**src/sv/tdts_pkg.sv**
```systemverilog
// Shared types and constants for the tick-driven task table scheduler.
// Depends on nothing; every other file of the block imports it.
package tdts_pkg;

    localparam int SLOTS_DEF     = 8;
    localparam int ID_BITS       = 8;
    localparam int MS_PER_SECOND = 1000;

    // Command codes on the input beat
    typedef enum logic [2:0] {
        CMD_TICK        = 3'd0,
        CMD_ADD         = 3'd1,
        CMD_ADD_ONCE    = 3'd2,
        CMD_KILL        = 3'd3,
        CMD_RUN_STEP    = 3'd4,
        CMD_KILL_CUR    = 3'd5,
        CMD_REPLACE_CUR = 3'd6,
        CMD_FINISH      = 3'd7
    } t_cmd;

    // Slot status codes
    localparam logic [2:0] ST_READY        = 3'd0;
    localparam logic [2:0] ST_BLOCKED      = 3'd1;
    localparam logic [2:0] ST_TIMING       = 3'd2;
    localparam logic [2:0] ST_TIMING_READY = 3'd3;
    localparam logic [2:0] ST_TIMING_ONCE  = 3'd4;
    localparam logic [2:0] ST_RUN_ONCE     = 3'd5;
    localparam logic [2:0] ST_KILLED       = 3'd6;

    // Reply codes
    localparam logic [1:0] RPL_OK        = 2'd0;
    localparam logic [1:0] RPL_FULL      = 2'd1;
    localparam logic [1:0] RPL_NOT_FOUND = 2'd2;

    typedef struct packed {
        t_cmd        command;
        logic [7:0]  task_id;
        logic [2:0]  task_status;
        logic [15:0] reload_value;
        logic [15:0] start_count;
    } t_item;

    typedef struct packed {
        logic [1:0]  reply_code;
        logic        dispatched;
        logic [7:0]  run_task_id;
        logic        pass_done;
        logic [9:0]  ms_count;
        logic [31:0] seconds;
    } t_result;

    // Datapath operations issued by the controller, one per cycle
    typedef enum logic [4:0] {
        OP_NONE,
        OP_LATCH,
        OP_TICK,
        OP_SCAN_START,
        OP_SCAN_NEXT,
        OP_WRITE_IDX,
        OP_REPLY_FULL,
        OP_REPLY_NF,
        OP_KILL_IDX,
        OP_CLOCK,
        OP_TIMER,
        OP_ADVANCE,
        OP_DISPATCH,
        OP_SETTLE_ADV,
        OP_COMPACT_START,
        OP_COMPACT_MOVE,
        OP_COMPACT_END,
        OP_KILL_CUR,
        OP_REPLACE_CUR,
        OP_CLEAR_CALL,
        OP_OUT
    } t_op;

    // Datapath status seen by the controller
    typedef struct packed {
        t_cmd cmd;
        logic idx_task_zero;
        logic idx_task_match;
        logic idx_last;
        logic next_task_zero;
        logic cur_task_zero;
        logic cur_last;
        logic cur_zero;
        logic cur_runnable;
        logic cur_removable;
        logic in_call;
        logic pend_zero;
        logic out_free;
    } t_dp_status;

endpackage

```
**src/sv/tick_driven_task_table_scheduler.sv**
```systemverilog
// Top level of the tick-driven task table scheduler.
// Depends on tdts_pkg, tdts_ctrl and tdts_dp.
//
// Usage:
//   Input channel i_valid/o_ready carries one command beat (t_item): tick, add,
//   add_once, kill, run_step, kill_current, replace_current or finish.
//   Output channel o_valid/i_ready returns exactly one t_result beat per
//   command, in order: reply code, dispatch flag and id, pass_done and the
//   ms/seconds clock after the command.
//   Per command: tick, kill_current, replace_current and an ignored run_step or
//   finish go straight to the result. add/add_once/kill scan the table slot by
//   slot (add_once may scan the table twice). run_step does the timer sweep at
//   slot 0, then empty skips and compaction that together cover at most the
//   table; finish may compact the table. The single slot index walks the table
//   one entry per cycle. o_ready rises in the same cycle as o_valid, so the next
//   command can be accepted at once.
//   One command is handled at a time; o_ready is high only when idle.
//   A finished beat sits in the output register; the next command can be
//   accepted while it waits, and that command's result holds until the
//   receiver takes the earlier beat.
//   Reset (i_rst_n low, synchronous) empties every slot and clears the pass
//   position, pending ticks, clock and call flag; no clearing pass is needed.
module tick_driven_task_table_scheduler #(
    parameter int SLOTS = tdts_pkg::SLOTS_DEF
) (
    input  logic              i_clk,
    input  logic              i_rst_n,
    input  logic              i_valid,
    output logic              o_ready,
    input  tdts_pkg::t_item   i_item,
    output logic              o_valid,
    input  logic              i_ready,
    output tdts_pkg::t_result o_result
);
    import tdts_pkg::*;

    t_op        w_op;
    t_dp_status w_status;

    tdts_ctrl u_ctrl (
        .i_clk    (i_clk),
        .i_rst_n  (i_rst_n),
        .i_valid  (i_valid),
        .i_status (w_status),
        .o_ready  (o_ready),
        .o_op     (w_op)
    );

    tdts_dp #(
        .SLOTS (SLOTS)
    ) u_dp (
        .i_clk    (i_clk),
        .i_rst_n  (i_rst_n),
        .i_op     (w_op),
        .i_item   (i_item),
        .i_ready  (i_ready),
        .o_status (w_status),
        .o_valid  (o_valid),
        .o_result (o_result)
    );

    // A step never dispatches and ends a pass in the same beat
    a_disp_not_done: assert property (@(posedge i_clk) disable iff (!i_rst_n)
        o_valid |-> !(o_result.dispatched && o_result.pass_done))
        else $error("dispatch and pass_done in one beat");

    // The ms field stays within a second
    a_ms_range: assert property (@(posedge i_clk) disable iff (!i_rst_n)
        o_valid |-> (o_result.ms_count < 10'(MS_PER_SECOND)))
        else $error("ms_count out of range");

    // The reply code uses only defined values
    a_reply_code: assert property (@(posedge i_clk) disable iff (!i_rst_n)
        o_valid |-> (o_result.reply_code != 2'd3))
        else $error("undefined reply code");

    // After an accepted beat the block is busy in the following cycle
    a_busy_after_accept: assert property (@(posedge i_clk) disable iff (!i_rst_n)
        (i_valid && o_ready) |=> !o_ready)
        else $error("accepted a second beat back to back");

endmodule

```
**src/sv/tdts_dp.sv**
```systemverilog
// Datapath of the scheduler: slot table, pass/clock state and result register.
// Depends on tdts_pkg; driven one operation per cycle by tdts_ctrl.
module tdts_dp #(
    parameter int SLOTS = tdts_pkg::SLOTS_DEF
) (
    input  logic                 i_clk,
    input  logic                 i_rst_n,
    input  tdts_pkg::t_op        i_op,
    input  tdts_pkg::t_item      i_item,
    input  logic                 i_ready,
    output tdts_pkg::t_dp_status o_status,
    output logic                 o_valid,
    output tdts_pkg::t_result    o_result
);
    import tdts_pkg::*;

    localparam int SW = $clog2(SLOTS);
    localparam logic [SW-1:0] LAST = SW'(SLOTS - 1);

    logic [ID_BITS-1:0] r_task [SLOTS];
    logic [2:0]         r_stat [SLOTS];
    logic [15:0]        r_rel  [SLOTS];
    logic [15:0]        r_cd   [SLOTS];

    logic [SW-1:0] r_idx;
    logic [SW-1:0] r_cur;
    logic [31:0]   r_pend;
    logic [9:0]    r_ms;
    logic [31:0]   r_sec;
    logic          r_call;
    logic          r_ovalid;
    t_item         r_item;
    t_result       r_out;
    logic [1:0]    r_reply;
    logic          r_disp;
    logic [7:0]    r_run_id;
    logic          r_done;

    logic [SW-1:0]      idx_nxt;
    logic [ID_BITS-1:0] nxt_task;
    logic [ID_BITS-1:0] item_id;
    logic [2:0]         cur_st;
    logic [2:0]         idx_st;
    logic [15:0]        cd_dec;
    logic               idx_timing;
    logic [9:0]         ms_inc;

    // Look at the slot after the index and at the current slot
    assign idx_nxt  = r_idx + 1'b1;
    assign nxt_task = (r_idx == LAST) ? '0 : r_task[idx_nxt];
    assign item_id  = r_item.task_id[ID_BITS-1:0];
    assign cur_st   = r_stat[r_cur];
    assign idx_st   = r_stat[r_idx];
    assign cd_dec   = (r_cd[r_idx] != 16'd0) ? r_cd[r_idx] - 16'd1 : r_cd[r_idx];
    assign idx_timing = (r_task[r_idx] != '0) &&
                        (idx_st == ST_TIMING || idx_st == ST_TIMING_ONCE);
    assign ms_inc   = r_ms + 10'd1;

    always_comb begin
        o_status.cmd            = r_item.command;
        o_status.idx_task_zero  = (r_task[r_idx] == '0);
        o_status.idx_task_match = (r_task[r_idx] == item_id);
        o_status.idx_last       = (r_idx == LAST);
        o_status.next_task_zero = (nxt_task == '0);
        o_status.cur_task_zero  = (r_task[r_cur] == '0);
        o_status.cur_last       = (r_cur == LAST);
        o_status.cur_zero       = (r_cur == '0);
        o_status.cur_runnable   = (cur_st == ST_READY) || (cur_st == ST_RUN_ONCE) ||
                                  (cur_st == ST_TIMING_READY);
        o_status.cur_removable  = (cur_st == ST_RUN_ONCE) || (cur_st == ST_KILLED);
        o_status.in_call        = r_call;
        o_status.pend_zero      = (r_pend == 32'd0);
        o_status.out_free       = !r_ovalid || i_ready;
    end

    // Control state: task ids, pass position, pending ticks, clock, call flag, output valid
    always_ff @(posedge i_clk) begin
        if (!i_rst_n) begin
            for (int s = 0; s < SLOTS; s++) begin
                r_task[s] <= '0;
            end
            r_cur    <= '0;
            r_pend   <= '0;
            r_ms     <= '0;
            r_sec    <= '0;
            r_call   <= 1'b0;
            r_ovalid <= 1'b0;
        end else begin
            // Raise valid on a new result, drop it once the beat is taken
            if (i_op == OP_OUT) begin
                r_ovalid <= 1'b1;
            end else if (r_ovalid && i_ready) begin
                r_ovalid <= 1'b0;
            end
            unique case (i_op)
                OP_TICK: begin
                    if (r_pend != 32'hFFFF_FFFF) begin
                        r_pend <= r_pend + 32'd1;
                    end
                end
                OP_WRITE_IDX:    r_task[r_idx] <= item_id;
                OP_CLOCK: begin
                    if (ms_inc >= 10'(MS_PER_SECOND)) begin
                        r_ms  <= '0;
                        r_sec <= r_sec + 32'd1;
                    end else begin
                        r_ms <= ms_inc;
                    end
                end
                OP_ADVANCE, OP_SETTLE_ADV: begin
                    if (r_cur == LAST) begin
                        r_cur <= '0;
                        if (r_pend != 32'd0) begin
                            r_pend <= r_pend - 32'd1;
                        end
                    end else begin
                        r_cur <= r_cur + 1'b1;
                    end
                end
                OP_DISPATCH:     r_call <= 1'b1;
                OP_CLEAR_CALL:   r_call <= 1'b0;
                OP_COMPACT_MOVE: r_task[r_idx] <= nxt_task;
                OP_COMPACT_END:  r_task[r_idx] <= '0;
                OP_REPLACE_CUR:  r_task[r_cur] <= item_id;
                default: ;
            endcase
        end
    end

    // Payload: slot fields, scan index, latched beat and results
    always_ff @(posedge i_clk) begin
        unique case (i_op)
            OP_LATCH: begin
                r_item   <= i_item;
                r_reply  <= RPL_OK;
                r_disp   <= 1'b0;
                r_run_id <= '0;
                r_done   <= 1'b0;
            end
            OP_SCAN_START, OP_CLOCK: r_idx <= '0;
            OP_SCAN_NEXT:  r_idx <= idx_nxt;
            OP_WRITE_IDX: begin
                r_stat[r_idx] <= r_item.task_status;
                r_rel[r_idx]  <= r_item.reload_value;
                r_cd[r_idx]   <= r_item.start_count;
            end
            OP_REPLY_FULL: r_reply <= RPL_FULL;
            OP_REPLY_NF:   r_reply <= RPL_NOT_FOUND;
            OP_KILL_IDX:   r_stat[r_idx] <= ST_KILLED;
            OP_TIMER: begin
                // Count down one timing slot and step to the next
                if (idx_timing) begin
                    r_cd[r_idx] <= cd_dec;
                    if (cd_dec == 16'd0) begin
                        r_stat[r_idx] <= (idx_st == ST_TIMING) ? ST_TIMING_READY
                                                               : ST_RUN_ONCE;
                    end
                end
                r_idx <= idx_nxt;
            end
            OP_ADVANCE: begin
                if (r_cur == LAST) begin
                    r_done <= 1'b1;
                end
            end
            OP_DISPATCH: begin
                r_disp   <= 1'b1;
                r_run_id <= 8'(r_task[r_cur]);
            end
            OP_SETTLE_ADV: begin
                if (cur_st == ST_TIMING_READY) begin
                    r_stat[r_cur] <= ST_TIMING;
                    r_cd[r_cur]   <= r_rel[r_cur];
                end
                if (r_cur == LAST) begin
                    r_done <= 1'b1;
                end
            end
            OP_COMPACT_START: r_idx <= r_cur;
            OP_COMPACT_MOVE: begin
                r_stat[r_idx] <= r_stat[idx_nxt];
                r_rel[r_idx]  <= r_rel[idx_nxt];
                r_cd[r_idx]   <= r_cd[idx_nxt];
                r_idx         <= idx_nxt;
            end
            OP_KILL_CUR: r_stat[r_cur] <= ST_KILLED;
            OP_REPLACE_CUR: begin
                r_stat[r_cur] <= r_item.task_status;
                r_rel[r_cur]  <= r_item.reload_value;
                r_cd[r_cur]   <= r_item.start_count;
            end
            OP_OUT: begin
                r_out.reply_code  <= r_reply;
                r_out.dispatched  <= r_disp;
                r_out.run_task_id <= r_run_id;
                r_out.pass_done   <= r_done;
                r_out.ms_count    <= r_ms;
                r_out.seconds     <= r_sec;
            end
            default: ;
        endcase
    end

    assign o_valid  = r_ovalid;
    assign o_result = r_out;

endmodule

```
**src/sv/tdts_ctrl.sv**
```systemverilog
// Controller of the scheduler: sequences datapath operations for each command.
// Depends on tdts_pkg; talks to tdts_dp through t_op and t_dp_status only.
module tdts_ctrl (
    input  logic                 i_clk,
    input  logic                 i_rst_n,
    input  logic                 i_valid,
    input  tdts_pkg::t_dp_status i_status,
    output logic                 o_ready,
    output tdts_pkg::t_op        o_op
);
    import tdts_pkg::*;

    typedef enum logic [10:0] {
        S_IDLE       = 11'b00000000001,
        S_DECODE     = 11'b00000000010,
        S_SCAN_FREE  = 11'b00000000100,
        S_SCAN_MATCH = 11'b00000001000,
        S_SCAN_KILL  = 11'b00000010000,
        S_TIMERS     = 11'b00000100000,
        S_SKIP       = 11'b00001000000,
        S_CHECK      = 11'b00010000000,
        S_SETTLE     = 11'b00100000000,
        S_COMPACT    = 11'b01000000000,
        S_DONE       = 11'b10000000000
    } t_state;

    t_state r_state;
    t_state n_state;

    assign o_ready = (r_state == S_IDLE);

    // Pick the operation and next state
    always_comb begin
        n_state = r_state;
        o_op    = OP_NONE;
        unique case (r_state)
            S_IDLE: begin
                if (i_valid) begin
                    o_op    = OP_LATCH;
                    n_state = S_DECODE;
                end
            end
            S_DECODE: begin
                unique case (i_status.cmd)
                    CMD_TICK: begin
                        o_op    = OP_TICK;
                        n_state = S_DONE;
                    end
                    CMD_ADD: begin
                        o_op    = OP_SCAN_START;
                        n_state = S_SCAN_FREE;
                    end
                    CMD_ADD_ONCE: begin
                        o_op    = OP_SCAN_START;
                        n_state = S_SCAN_MATCH;
                    end
                    CMD_KILL: begin
                        o_op    = OP_SCAN_START;
                        n_state = S_SCAN_KILL;
                    end
                    CMD_RUN_STEP: begin
                        if (i_status.in_call || i_status.pend_zero) begin
                            n_state = S_DONE;
                        end else if (i_status.cur_zero) begin
                            o_op    = OP_CLOCK;
                            n_state = S_TIMERS;
                        end else begin
                            n_state = S_SKIP;
                        end
                    end
                    CMD_KILL_CUR: begin
                        o_op    = OP_KILL_CUR;
                        n_state = S_DONE;
                    end
                    CMD_REPLACE_CUR: begin
                        o_op    = OP_REPLACE_CUR;
                        n_state = S_DONE;
                    end
                    CMD_FINISH: begin
                        if (i_status.in_call) begin
                            o_op    = OP_CLEAR_CALL;
                            n_state = S_SETTLE;
                        end else begin
                            n_state = S_DONE;
                        end
                    end
                    default: n_state = S_DONE;
                endcase
            end
            S_SCAN_FREE: begin
                priority if (i_status.idx_task_zero) begin
                    o_op    = OP_WRITE_IDX;
                    n_state = S_DONE;
                end else if (i_status.idx_last) begin
                    o_op    = OP_REPLY_FULL;
                    n_state = S_DONE;
                end else begin
                    o_op = OP_SCAN_NEXT;
                end
            end
            S_SCAN_MATCH: begin
                priority if (i_status.idx_task_match) begin
                    o_op    = OP_WRITE_IDX;
                    n_state = S_DONE;
                end else if (i_status.idx_last) begin
                    o_op    = OP_SCAN_START;
                    n_state = S_SCAN_FREE;
                end else begin
                    o_op = OP_SCAN_NEXT;
                end
            end
            S_SCAN_KILL: begin
                priority if (i_status.idx_task_match) begin
                    o_op    = OP_KILL_IDX;
                    n_state = S_DONE;
                end else if (i_status.idx_last) begin
                    o_op    = OP_REPLY_NF;
                    n_state = S_DONE;
                end else begin
                    o_op = OP_SCAN_NEXT;
                end
            end
            S_TIMERS: begin
                o_op = OP_TIMER;
                if (i_status.idx_last) begin
                    n_state = S_SKIP;
                end
            end
            // Skip empty slots; wrapping past the last one ends the pass
            S_SKIP: begin
                if (!i_status.cur_task_zero) begin
                    n_state = S_CHECK;
                end else begin
                    o_op = OP_ADVANCE;
                    if (i_status.cur_last) begin
                        n_state = S_DONE;
                    end
                end
            end
            S_CHECK: begin
                if (i_status.cur_runnable) begin
                    o_op    = OP_DISPATCH;
                    n_state = S_DONE;
                end else begin
                    n_state = S_SETTLE;
                end
            end
            S_SETTLE: begin
                if (i_status.cur_removable) begin
                    o_op    = OP_COMPACT_START;
                    n_state = S_COMPACT;
                end else begin
                    o_op    = OP_SETTLE_ADV;
                    n_state = S_DONE;
                end
            end
            // Shift later slots up until the last or first empty slot
            S_COMPACT: begin
                if (i_status.idx_last || i_status.next_task_zero) begin
                    o_op    = OP_COMPACT_END;
                    n_state = S_DONE;
                end else begin
                    o_op = OP_COMPACT_MOVE;
                end
            end
            S_DONE: begin
                if (i_status.out_free) begin
                    o_op    = OP_OUT;
                    n_state = S_IDLE;
                end
            end
            default: n_state = S_IDLE;
        endcase
    end

    always_ff @(posedge i_clk) begin
        if (!i_rst_n) begin
            r_state <= S_IDLE;
        end else begin
            r_state <= n_state;
        end
    end

endmodule
```
**config.mk**
```make
export PLATFORM = sky130hd
export DESIGN_NAME = tick_driven_task_table_scheduler
export DESIGN_NICKNAME = d
export VERILOG_FILES = /design/src/sv/tdts_pkg.sv /design/src/sv/tick_driven_task_table_scheduler.sv /design/src/sv/tdts_dp.sv /design/src/sv/tdts_ctrl.sv
export SDC_FILE = /design/constraint.sdc
export NUM_CORES = 1
export LEC_CHECK = 0
export CAP_MARGIN = 20
export CORE_UTILIZATION = 40
export DETAILED_ROUTE_END_ITERATION = 8
export DONT_BUFFER_PORTS = 1
export PLACE_DENSITY = 0.54
export SLEW_MARGIN = 10
export SYNTH_ARGS = -nofsm -noshare
export SYNTH_HDL_FRONTEND = slang
export SYNTH_HIERARCHICAL = 1
export SYNTH_SLANG_ARGS = --single-unit
```
**constraint.sdc**
```tcl
create_clock -name i_clk -period 15.8 [get_ports i_clk]
set_input_delay 3.95 -clock i_clk [delete_from_list [all_inputs] [get_ports i_clk]]
set_output_delay 3.95 -clock i_clk [all_outputs]
set_load 0.05 [all_outputs]
```
Word level (Yosys, flattened, before mapping)
Memories as Yosys holds them, arrays and structs flattened. A register that Yosys moved wholly into a read port is not among the register bits.
Cells that the tools add are included.
- register bits: 205
- logic and storage cells: 262
- output and inout port bits: 56
- memories kept: 4
- bits of input ports: 50
- memory bits (writable): 344
- order comparisons: 1
- reduce and logical (&&, ||, !) cells: 42
- muxes and demuxes: 118
- equality and inequality tests: 56
- bitwise logic cells: 11
- add/subtract/negate cells: 7
- memory list (memory ; depth ; width ; read ports ; clocked after memory_dff ; wr ports ; RTL line ; source):
    u_dp.r_cd ; 8 ; 16 ; 2 ; 1 ; 1 ; tdts_dp.sv:23 ; logic [15:0] r_cd [SLOTS];
    u_dp.r_rel ; 8 ; 16 ; 2 ; 1 ; 1 ; tdts_dp.sv:22 ; logic [15:0] r_rel [SLOTS];
    u_dp.r_task ; 8 ; 8 ; 3 ; 2 ; 8 ; tdts_dp.sv:20 ; logic [ID_BITS-1:0] r_task [SLOTS];
    u_dp.r_stat ; 8 ; 3 ; 3 ; 2 ; 1 ; tdts_dp.sv:21 ; logic [2:0] r_stat [SLOTS];
- operator list (cell ; count):
    11-bit two-way mux ; 15
    11-bit case mux with 11 select lines ; 1
    16-bit two-way mux ; 7
    32-bit two-way mux ; 3
    3-bit two-way mux ; 23
    11-bit case mux with 6 select lines ; 1
    32-bit by 1-bit adder with 32-bit output, second input constant ; 2
    32-bit case mux with 2 select lines ; 1
    5-bit case mux with 11 select lines ; 1
    5-bit by 4-bit equality test with 1-bit output, second input constant ; 8
    8-bit two-way mux ; 5
    1-bit two-way mux ; 39
    5-bit two-way mux ; 7
    32-bit zero test ; 1
    32-bit inequality test, second input constant ; 1
    32-bit nonzero test ; 1
    16-bit OR reduction ; 2
    32-bit by 1-bit subtractor with 32-bit output, second input constant ; 1
    5-bit case mux with 6 select lines ; 1
    3-bit equality test, second input constant ; 9
    5-bit equality test, second input constant ; 5
    8-bit zero test ; 3
    5-bit by 3-bit equality test with 1-bit output, second input constant ; 4
    16-bit zero test ; 1
    other kinds (47) ; 93

Longest topological paths before layout
An unclocked memory read counts as a cell.
- word-level depth: 16
- mapped depth: 30
- gate-level depth less buffers: 24

By module
Netlist, hierarchy kept.
- modules (own cells, without submodules) (module ; cells an instance ; area each (um2) ; instances):
    tdts_dp ; 2051 ; 27893.0 ; 1
    tdts_ctrl ; 172 ; 1252.5 ; 1

Worst setup path after synthesis
No wires, ideal clock.
- kind: input port to flip-flop
- start: in i_ready
- end: reg u_dp.r_disp, enable pin
- setup time: 0.342 ns
- data required time: 15.458 ns
- data arrival time: 9.997 ns
- path slack: 5.461 ns
- cell stages on the path: 7
- path through: nand2b_1 nand4b_1 nand4_1 clkbuf_1 buf_1 nor4_1 nand2b_1
- longest elaborated chain between the ends: 5
- elaborated cells between the ends (all ways): 6
- classes of those cells: 2 x eq/ne; 2 x mux; 2 x reduce/logical
- ends and longest elaborated chain (element ; RTL line ; source):
    start, declared ; tick_driven_task_table_scheduler.sv:32 ; input logic i_ready,
    1-bit logical OR (*) ; tdts_dp.sv:73 ; o_status.out_free = !r_ovalid || i_ready;
    5-bit two-way mux (*) ; tdts_ctrl.sv:167 ; if (i_status.out_free) begin
    5-bit case mux with 11 select lines (*) ; tdts_ctrl.sv:36 ; unique case (r_state)
    via w_op[2] ; tick_driven_task_table_scheduler.sv:37 ; t_op w_op;
    5-bit by 1-bit equality test with 1-bit output / 5-bit by 4-bit equality test with 1-bit output (equally long branches) ; tdts_dp.sv:132 ; unique case (i_op)
    2-bit nonzero test (no source line) (*) ; n/a ;
    end signal, assigned ; tdts_dp.sv:136 ; r_disp <= 1'b0;
    end signal, assigned ; tdts_dp.sv:167 ; r_disp <= 1'b1;
    end, declared ; tdts_dp.sv:35 ; logic r_disp;
Mark *: on every way through the listed nets, which the timed path passes. The rest lies on a longest branch.
A chain may end at the register's enable or synchronous reset.

==> results.md <==
* Clock-pin slew of the registers on the worst-case setup and hold paths at 0.06 ns
* All-Layer GR Usage at 20.2%
* Synth top area cells: edfxtp_1 (47%), mux4_2 (14%), dfxtp_1 (6.6%)
* Synthesized area at 29100 sq um
* TritonCTS clock tree: done
* Postcts setup bufs at 0
* Arrival time at the worst endpoint at 10.08 ns
* Sequential fraction of the synthesis area at 53.9%
* Die area at 73900 sq um
* Port bufs at 0
* PD cells at 100 nW/um^2
* Proportion of layout cells with a drive suffix above 1 at 18.1%
* Final instance count without filler cells at 3204
* Root Buffer: clkbuf_16
* Clk_lat worst skew at 0.66 ns
* Post-route ant nets at 0
* Post-synth top area share at 47.3%
* Synth Area per Inst at 13.1 sq um
* Primary FF master, synth: edfxtp_1
* Critical Path End: u_dp/r_pend[31]
* Critical Path RT at 16.38 ns
* CTS sink cnt at 555
* Die H at 272 um
* Io pins at 106
* Reg2Reg Depth at 25
* Post-synthesis simple-gate area fraction at 12.3%
* Tmin final at 9.50 ns
* Cell count of the worst hold path at 0
* # setup viols final at 0
* Floorplan core area at 71700 sq um
* Post-synthesis mux area share at 19.5%
* RR Startpoint: u_dp/r_idx[1]
* Measured slew at the worst slew-check pin at 1.13 ns
* Vias in the first global route at 19100
* First-pass GRT wire length at 115000 um
* Yosys cell types at 101
* Area leader, netlist: edfxtp_1
* Max Clock Skew at 0.0343 ns
* Relative slew slack at 24.6%
* Hold Vio Cnt, Final at 0
* Reg2reg setup slack at 6.30 ns
* Startpoint Class: register
* Area grow syn2layout at 10.3%
* Worst reg2reg endpoint: u_dp/r_pend[31]
* Worst vdd ir at 88.5 uV
* Slew Limit Fails at 0
* Max FO, Critical Path at 44
* Row cnt at 98
* CTS resizes at 0
* Largest family of logic cells by synthesized area: multiplexers
* Area share of fa/ha/maj cells after synthesis at 1.79%
* Via-to-Cell Ratio at 5.92
* Commonest cells in the netlist: edfxtp_1 (459), nor2_1 (272), mux4_2 (186)
* Final GP Congestion at 0.889
* Fin Hold WS at 0.424 ns
* # nets final at 2289
* FFs w/ async S/R, synth at 0%
* Die width at 272 um
* Fmax at 105 MHz
* # DRC at 0
* Post-synth net total at 2314
* Vias at 19000
* CTS H-tree depth at 2
* Largest net degree at the start of global routing at 61
* Finished Cell Area at 32200 sq um
* Post-Syn Instances at 2223
* Count of flip-flops with a built-in enable after synthesis at 459
* Fin crit share at 60.1%
* Max stage delay on crit path at 0.96 ns
* FF+latch count, synth at 555
* Status: complete, no violations
* Drt first pass iters at 7
* RSZ-0062 raised after global routing: no
* Antenna violations before repair at 3
* Synth warn at 6
* Max_cap viols at 0
* Final global-route overflow total at 0
* Post-detail-place hpwl at 49700 um
* Min-delay worst type: reg -> reg
* Final setup TNS at 0 ns
* Initial DRC count at 1529
* Routed WL per cell at 23.3 um
* Count leader, synth: edfxtp_1
* Max Buffers Root-to-Sink at 3
* Synth Area in XOR/XNOR at 2.70%
* Setup Crit Path Kind: reg -> reg
* Num CTS Buffers at 61
* Crit path from: u_dp/r_idx[1]
* Initial Util at 40.6%
* Post-DP Area at 30100 sq um
* CP most frequent cell: nor2_1
* # hold bufs at CTS at 0
* Dpl cells at 3080
* P_leak at 11.0 nW
* Critical Path End Type: register
* Compound-Gate Fraction of Synth Area at 7.47%
* Critical path's slowest cell: ha_4
* Routed wire length at 74800 um
area by class of cell:
| cell class | count | area, sq um |
|---|---|---|
| fill | 6433 | 39600 |
| clock buffer | 73 | 1570 |
| clock inverter | 43 | 439 |
| inverter | 35 | 131 |
| timing repair buffer | 40 | 315 |
| tap | 950 | 1190 |
| multi-input combinational | 1505 | 12800 |
| antenna | 3 | 7.51 |
| sequential | 555 | 15700 |
worst max-delay path, delay by kind of cell, from the launching register on:
family,cells,cell delay (ns)
buffers and inverters,2,1.29
AO/OA/AOI/OAI,9,2.55
XOR/XNOR,2,0.47
AND/OR/NAND/NOR,8,2.47
multiplexers,2,0.74
adder cells (fa/ha/maj),2,1.28
flip-flops,1,0.55
registers in the layout, summed over array words and instances (netlist names), named ones only:
register	cells
u_dp/r_cur	3
u_dp/o_result	54
u_dp/r_call	1
u_dp/r_task	64
u_dp/r_done	1
u_dp/item_id	8
u_dp/r_cd	128
u_dp/r_disp	1
u_dp/r_ms	10
u_dp/r_pend	32
u_dp/r_reply	2
u_dp/r_idx	3
u_dp/r_rel	128
u_dp/r_stat	24
u_dp/r_run_id	8
u_dp/o_status	3
u_ctrl/r_state	11
u_dp/r_item	35
u_dp/o_valid	1
u_dp/r_sec	32
cell usage in the layout (no fill, tap or decap), types with 7 or more instances in the layout:
cell,n
a22oi_1,7
and2_1,12
clkbuf_1,13
edfxtp_1,459
dfxtp_1,90
clkinv_2,13
nor2b_1,21
a211oi_1,10
buf_4,35
xnor2_1,35
o2111ai_1,7
o21ai_0,84
nand3_1,63
nand2_1,134
inv_1,32
and3_1,20
nand3b_1,8
nor3_1,34
mux2_2,30
clkbuf_16,61
nor2_1,271
nand4_1,30
nor4_1,29
nor4b_1,7
a221oi_1,9
o31ai_1,11
nand2b_1,23
a31oi_1,11
xor2_1,55
ha_1,38
or3_1,12
a21o_1,23
mux2i_1,106
mux4_2,186
clkinv_1,10
a21oi_1,82
worst min-delay path by stage:
| stage | slack, ns | endpoint | start |
|---|---|---|---|
| after floorplan | 0.40 | u_dp/o_result[42] | u_dp/r_done |
| final | 0.42 | u_dp/o_result[43] | u_dp/r_run_id[0] |
| after CTS | 0.42 | u_dp/o_result[46] | u_dp/r_run_id[3] |
| after detailed placement | 0.41 | u_dp/o_result[46] | u_dp/r_run_id[3] |
| after global routing | 0.43 | u_dp/o_result[48] | u_dp/r_run_id[5] |
| after global placement | 0.42 | u_dp/o_result[46] | u_dp/r_run_id[3] |
routing by layer:
metal | global-route usage, % | up-vias | share of wire, % | routed length, um
li1 | - | 8627 | - | -
met1 | 27.1 | 9597 | 43 | 32300
met2 | 33.1 | 629 | 48 | 35700
met4 | 7.47 | 0 | 3.2 | 2400
met3 | 2.95 | 113 | 5.9 | 4380
met5 | 0 | - | 0 | 0
power by group:
| group | leakage [nW] | internal, W | total (W) | switching [W] |
|---|---|---|---|---|
| Clock | 0.978 | 0.000802 | 0.00141 | 0.000609 |
| Combinational | 4.92 | 0.0000627 | 0.000172 | 0.000109 |
| Sequential | 5.13 | 0.00162 | 0.00164 | 0.0000202 |
| Total | 11.0 | 0.00248 | 0.00322 | 0.000739 |
stage by stage:
| step | utilization [%] | worst slack [ns] | power (W) |
|---|---|---|---|
| after detailed placement | 41.9 | 6.30 | 0.00184 |
| after CTS | 44.8 | 6.30 | 0.00326 |
| after global routing | 44.8 | 5.71 | 0.00332 |
| after global placement | 41.9 | 6.38 | 0.00183 |
| final | 44.8 | 6.30 | 0.00322 |
| after floorplan | - | 5.46 | 0.00179 |
kinds of logic (layout without fill, tap and decap cells):
logic type	count (synthesis)	in the layout
multiplexers	326	326
AO/OA/AOI/OAI	330	330
adder cells (fa/ha/maj)	41	41
buffers and inverters	163	191
other	0	3
AND/OR/NAND/NOR	718	718
flip-flops	555	555
XOR/XNOR	90	90
Power figures use the tool's default switching activity.
